### config.mk
export PLATFORM = sky130hd
export DESIGN_NAME = mtp_ctrl
export DESIGN_NICKNAME = d
export VERILOG_FILES = /design/src/mtp_pkg.sv /design/src/mtp_ctrl.sv
export SDC_FILE = /design/constraint.sdc
export NUM_CORES = 1
export LEC_CHECK = 0
export ABC_CLOCK_PERIOD_IN_PS = 3990
export BUFFER_PORTS_ARGS = -buffer_cell sky130_fd_sc_hd__buf_2
export CORE_MARGIN = 2
export CORE_UTILIZATION = 40
export CTS_CLUSTER_DIAMETER = 60
export DETAILED_ROUTE_END_ITERATION = 10
export PLACE_DENSITY_LB_ADDON = 0.08
export SKIP_LAST_GASP = 1
export SLEW_MARGIN = 25
export SYNTH_ARGS = -nofsm -noshare
export SYNTH_HDL_FRONTEND = slang
export SYNTH_SLANG_ARGS = --single-unit
### constraint.sdc
create_clock -name clk -period 3.99 [get_ports clk]
set_input_delay 0.1995 -clock clk [delete_from_list [all_inputs] [get_ports clk]]
set_output_delay 0.1995 -clock clk [all_outputs]
set_load 0.03 [all_outputs]
### src/mtp_pkg.sv
`timescale 1ns / 1ps
package mtp_pkg;

	localparam int POS_FRAC_BITS   = 16;
	localparam int ANGLE_FRAC_BITS = 12;
	localparam int SUM_WIDTH       = 48;

	localparam int CFG_IDX_W  = 3;
	localparam int CFG_DATA_W = 32;

	localparam logic [CFG_IDX_W-1:0] REG_GAIN_P    = 3'd0;
	localparam logic [CFG_IDX_W-1:0] REG_GAIN_I    = 3'd1;
	localparam logic [CFG_IDX_W-1:0] REG_GAIN_D    = 3'd2;
	localparam logic [CFG_IDX_W-1:0] REG_SAFETY    = 3'd3;
	localparam logic [CFG_IDX_W-1:0] REG_DIST_TOL  = 3'd4;
	localparam logic [CFG_IDX_W-1:0] REG_ANGLE_TOL = 3'd5;

	// Pi in Q32, rounded into the angle format.
	localparam longint unsigned PI_Q32 = 64'd13493037705;
	localparam longint ANG_PI_L = longint'((PI_Q32 + (64'd1 << (31 - ANGLE_FRAC_BITS)))
		>> (32 - ANGLE_FRAC_BITS));
	localparam logic signed [17:0] ANG_PI     = 18'(ANG_PI_L);
	localparam logic signed [17:0] ANG_TWO_PI = 18'(2 * ANG_PI_L);

	localparam int SHL = (POS_FRAC_BITS >= ANGLE_FRAC_BITS) ? POS_FRAC_BITS - ANGLE_FRAC_BITS : 0;
	localparam int SHR = (ANGLE_FRAC_BITS > POS_FRAC_BITS) ? ANGLE_FRAC_BITS - POS_FRAC_BITS : 0;

	localparam int OPW   = (SUM_WIDTH > 34) ? SUM_WIDTH : 34;
	localparam int PRODW = OPW + 17;
	localparam int ACC_W = PRODW + 2;
	localparam int SCL_W = 65;
	localparam int ROOT_STEPS = 32;
	localparam int CNT_W = $clog2(ROOT_STEPS);

	typedef enum logic [1:0] {
		MUL_P = 2'd0,
		MUL_I = 2'd1,
		MUL_D = 2'd2
	} mul_sel_t;

	typedef struct packed {
		logic     latch;
		logic     sq_x;
		logic     sq_y;
		logic     root_load;
		logic     root_step;
		logic     dist_err;
		logic     ang_err;
		logic     mul_en;
		mul_sel_t mul_sel;
		logic     mul_ang;
		logic     acc_load;
		logic     acc_add;
		logic     lin_fin;
		logic     ang_fin;
		logic     out_load;
	} cmd_t;

	typedef struct packed {
		logic active;
		logic root_last;
		logic out_free;
	} status_t;

	function automatic logic signed [SUM_WIDTH-1:0] sat_add(
		input logic signed [SUM_WIDTH-1:0] s,
		input logic signed [33:0] e
	);
		logic signed [SUM_WIDTH+3:0] t;
		logic signed [SUM_WIDTH+3:0] hi;
		logic signed [SUM_WIDTH+3:0] lo;
		hi = $signed({5'b00000, {(SUM_WIDTH-1){1'b1}}});
		lo = -hi - 1;
		t = (SUM_WIDTH+4)'(s) + (SUM_WIDTH+4)'(e);
		if (t > hi)
			return hi[SUM_WIDTH-1:0];
		if (t < lo)
			return lo[SUM_WIDTH-1:0];
		return t[SUM_WIDTH-1:0];
	endfunction

	function automatic logic signed [31:0] sat32(input logic signed [95:0] v);
		if (v > $signed(96'h7FFF_FFFF))
			return 32'h7FFF_FFFF;
		if (v < -$signed(96'h8000_0000))
			return 32'h8000_0000;
		return v[31:0];
	endfunction

endpackage

### src/mtp_ctrl.sv
`timescale 1ns / 1ps
module mtp_ctrl (
	input  logic             clk,
	input  logic             arst_n,
	input  logic             in_valid,
	output logic             in_ready,
	input  mtp_pkg::status_t status,
	output mtp_pkg::cmd_t    cmd
);

	typedef enum logic [18:0] {
		ST_IDLE  = 19'h00001,
		ST_CHECK = 19'h00002,
		ST_SQX   = 19'h00004,
		ST_SQY   = 19'h00008,
		ST_SUM   = 19'h00010,
		ST_ROOT  = 19'h00020,
		ST_DERR  = 19'h00040,
		ST_DMP   = 19'h00080,
		ST_DMI   = 19'h00100,
		ST_DMD   = 19'h00200,
		ST_DMA   = 19'h00400,
		ST_DFIN  = 19'h00800,
		ST_AERR  = 19'h01000,
		ST_AMP   = 19'h02000,
		ST_AMI   = 19'h04000,
		ST_AMD   = 19'h08000,
		ST_AMA   = 19'h10000,
		ST_AFIN  = 19'h20000,
		ST_OUT   = 19'h40000
	} state_t;

	state_t state_q, state_n;

	always_comb begin
		state_n = state_q;
		cmd     = '0;
		case (state_q)
			ST_IDLE: begin
				cmd.latch = in_valid;
				if (in_valid)
					state_n = ST_CHECK;
			end
			ST_CHECK: state_n = status.active ? ST_SQX : ST_IDLE;
			ST_SQX: begin
				cmd.sq_x = 1'b1;
				state_n  = ST_SQY;
			end
			ST_SQY: begin
				cmd.sq_y = 1'b1;
				state_n  = ST_SUM;
			end
			ST_SUM: begin
				cmd.root_load = 1'b1;
				state_n       = ST_ROOT;
			end
			ST_ROOT: begin
				cmd.root_step = 1'b1;
				if (status.root_last)
					state_n = ST_DERR;
			end
			ST_DERR: begin
				cmd.dist_err = 1'b1;
				state_n      = ST_DMP;
			end
			ST_DMP, ST_AMP: begin
				cmd.mul_en  = 1'b1;
				cmd.mul_sel = mtp_pkg::MUL_P;
				cmd.mul_ang = (state_q == ST_AMP);
				state_n     = (state_q == ST_AMP) ? ST_AMI : ST_DMI;
			end
			ST_DMI, ST_AMI: begin
				cmd.mul_en   = 1'b1;
				cmd.mul_sel  = mtp_pkg::MUL_I;
				cmd.mul_ang  = (state_q == ST_AMI);
				cmd.acc_load = 1'b1;
				state_n      = (state_q == ST_AMI) ? ST_AMD : ST_DMD;
			end
			ST_DMD, ST_AMD: begin
				cmd.mul_en  = 1'b1;
				cmd.mul_sel = mtp_pkg::MUL_D;
				cmd.mul_ang = (state_q == ST_AMD);
				cmd.acc_add = 1'b1;
				state_n     = (state_q == ST_AMD) ? ST_AMA : ST_DMA;
			end
			ST_DMA, ST_AMA: begin
				cmd.acc_add = 1'b1;
				state_n     = (state_q == ST_AMA) ? ST_AFIN : ST_DFIN;
			end
			ST_DFIN: begin
				cmd.lin_fin = 1'b1;
				state_n     = ST_AERR;
			end
			ST_AERR: begin
				cmd.ang_err = 1'b1;
				state_n     = ST_AMP;
			end
			ST_AFIN: begin
				cmd.ang_fin = 1'b1;
				state_n     = ST_OUT;
			end
			ST_OUT: begin
				// Wait until the output register has room for the word.
				if (status.out_free) begin
					cmd.out_load = 1'b1;
					state_n      = ST_IDLE;
				end
			end
			default: state_n = ST_IDLE;
		endcase
	end

	always_ff @(posedge clk or negedge arst_n) begin
		if (!arst_n)
			state_q <= ST_IDLE;
		else
			state_q <= state_n;
	end

	assign in_ready = (state_q == ST_IDLE);

endmodule

==> impl_metrics.yaml <==
pwr:
  powerDensity_mw_per_mm2: 408
  ir_drop_uv: 247
  p_seq_share_pct: 42.3
  combPwrFrac_pct: 39.3
  switching_share_pct: 38.6
  total_leakage_power_nw: 0.678
  clkPwrFrac_pct: 18.4
  switchingPower_mw: 0.210
  p_int_mw: 0.333
status:
  status: "complete, no violations"
yosys:
  synth-edff-count: 0
  synthFlopType: "dfrtp_1"
  ys_warn_count: 0
  synth_seq_cells: 19
  ys_seq_area_share_pct: 41.6
  syn_nets: 118
  syn_inst: 112
  async_flop_share_pct: 100
  syn-cell-area_mm2: 0.00114
  synthDistinctLibCells: 35
  synth.avg_cell_area_um2: 10.2
clock_tree:
  path_clk_slew_ns: 0.11
  cts_tree: "done"
  cts.sinks: 19
  cts_max_level: 1
  clock_path_buffers: 2
  clkLatencyLatePin_ns: 0.30
  numCtsBuffers: 3
  cts-root-buf: "clkbuf_4"
  cts_setup_buffers: 0
global_routing:
  grt.met2_usage_pct: 24.5
  grt_pass1_wl_um: 4290
  first_global_vias: 887
  grt.busiest_layer: "met1"
  grt_use_met1_pct: 24.9
  grt_overflow: 0
  grt_max_degree: 20
  track_usage_pct: 17.0
  antenna_found_initial: 0
  use_met3_pct: 4.76
detailed_routing:
  totalWireLength_um: 2520
  drt_pass1_iterations: 4
  num_vias: 971
  ant_nets: 0
  drc: 0
  wl_per_cell_um: 14.8
  drt-initial-drc-count: 35
  viasPerCell: 5.71
die:
  dieHeight_um: 57.5
  die_w_um: 57.5
  io_pins: 23
  die-area_mm2: 0.00331
  std_cell_rows: 19
  start_util_pct: 41.9
  core_area_mm2: 0.00273
layout:
  num-fill-cells: 256
  fin_area_mm2: 0.00133
  drive_above_1_share_pct: 30.2
  instances_no_fill: 170
  top_register: "state_q"
  n_antenna_cell: 0
  largest_reg_flops: 19
  nets: 146
  largestRegisters: "state_q x19"
  syn2layout_area_growth_pct: 16.3
hold_path:
  hold_end: "state_q[2]"
  hp-class: "in -> reg"
  hp-start: "status[2]"
  holdPathStages: 3
sta:
  fin_setup_tns_ns: 0
  rsz0062_at_grt: "no"
  post-route-period-util_pct: 64.0
  finalHoldViolations: 0
  tightest_slew_ns: 0.418
  period_minus_slack_ns: 2.55
  skew_ns: 0.00582
  finalSetupViolCount: 0
  slew_headroom_pct: 71.9
  timing.fmax_mhz: 391
  drv_slew: 0
setup_path:
  cpMaxStageDelayCell: "nor4_4"
  r2r_end: "state_q[0]"
  critical_path_class: "reg -> out"
  critPathMaxStageDelay_ns: 0.48
  critPathBufInv: 1
  worst_r2r_path_depth: 6
  crit_arrival_ns: 2.36
  rr_startpoint: "state_q[5]"
  cp-end-kind: "primary output"
  crit_family: "simple AND/OR/NAND/NOR gates"
  cp-start-kind: "flip-flop"
  cp.required_ns: 3.79
  cp_max_fo: 7
  path_cells: "nor4_4, nand3_2, or3_1, nor3b_2, or2_1, buf_2"
  r2r_slack_ns: 1.93
place:
  place.gp.congestion: 0.774
  place_area_mm2: 0.00129
  dp.cells: 165
  io_buffers: 22
  dp_hpwl_um: 1950
flow_run:
  drv_cap: 0
==> power by group through the flow <==
stage	registers, mW	clock network [mW]	logic [mW]
floorplan	0.229	0	0.169
global placement	0.233	0	0.212
detailed placement	0.233	0	0.213
CTS	0.230	0.107	0.215
global route	0.233	0.114	0.238
finish	0.230	0.0999	0.214
==> cells in the mapped netlist (2+ instances only) <==
| cell type | instances | area, um2 |
|---|---|---|
| nor2_1 | 17 | 63.8 |
| o21ai_0 | 3 | 15.0 |
| or2_2 | 3 | 18.8 |
| xnor2_1 | 2 | 17.5 |
| nand4b_1 | 3 | 26.3 |
| inv_1 | 3 | 11.3 |
| nor4b_2 | 2 | 30.0 |
| nand2_1 | 5 | 18.8 |
| nor3b_1 | 2 | 15.0 |
| nor4b_1 | 2 | 17.5 |
| nor3_1 | 7 | 35.0 |
| or2_1 | 2 | 12.5 |
| or4_1 | 3 | 22.5 |
| and2_1 | 2 | 12.5 |
| and4b_1 | 5 | 50.1 |
| or3_1 | 4 | 25.0 |
| nor4_4 | 4 | 85.1 |
| nand4_1 | 4 | 25.0 |
| nor4_2 | 2 | 25.0 |
| nand2b_1 | 3 | 18.8 |
| nand3_1 | 2 | 10.0 |
| nand3b_1 | 2 | 15.0 |
| dfrtp_1 | 18 | 450 |
==> worst max path at each step <==
stage	start	slack, ns	cells past startpoint	endpoint
2_1_floorplan	state_q[5]	1.52	4	cmd[15]
3_3_place_gp	state_q[2]	1.81	6	cmd[6]
3_5_place_dp	state_q[5]	1.77	6	cmd[4]
4_1_cts	state_q[5]	1.41	6	cmd[4]
5_1_grt	state_q[9]	1.27	5	cmd[15]
6_report	state_q[5]	1.44	6	cmd[4]
==> worst min-delay path: cells and delay by family <==
family | cells | cell delay [ns]
buf+inv | 1 | 0.10
simple gates | 2 | 0.10
==> stage by stage <==
stage | hold slack (ns) | util [%] | worst slack [ns] | total power, mW
after floorplan | -0.0961 | - | 1.52 | 0.398
after global placement | 0.164 | 47.3 | 1.81 | 0.444
after detailed placement | 0.168 | 47.3 | 1.77 | 0.446
after CTS | 0.123 | 48.7 | 1.41 | 0.551
after global routing | 0.144 | 48.7 | 1.27 | 0.585
final | 0.131 | 48.7 | 1.44 | 0.543
==> metal layers <==
layer  share of wire, %  up-vias  routed length [um]
met5                  0        -                   0
met1                 49      461                1220
met2                 46       23                1150
met4                1.1        0                  27
li1                   -      482                   -
met3                4.7        5                 119
==> layout by cell type (no fill, tap or decap), types with 3 or more instances in the layout <==
master    synthesis  routed
and4b_1           5       5
buf_2             0      22
clkbuf_4          0       3
dfrtp_1          18      18
inv_1             3       3
nand2_1           5       5
nand2b_1          3       3
nand4_1           4       4
nand4b_1          3       3
nor2_1           17      17
nor3_1            7       7
nor4_4            4       4
o21ai_0           3       3
or2_2             3       3
or3_1             4       4
or4_1             3       3
==> area by class of cell <==
cell class	count	area [um2]	area share, %
multi-input cells	90	657	49.3
flip-flops and latches	19	477	35.8
repair buffers	23	120	9.02
well taps	31	38.8	2.91
clock buffers	3	22.5	1.69
inverters	3	11.3	0.846
clock inverters	1	5.00	0.376
==> timing repair <==
| action | CTS | global route |
|---|---|---|
| gates resized for setup | 0 | 0 |
| endpoints found under the hold margin | 18 | 0 |
| hold buffers | 1 | 0 |
==> cell families (layout without fill, tap and decap cells) <==
group           Yosys count  after routing  share of synthesized area [%]
compound gates            7              7                           3.94
xor+xnor                  3              3                           2.30
buf+inv                   3             30                          0.984
flops                    19             19                           41.6
simple gates             80             80                           51.1
Power figures use the tool's default switching activity.
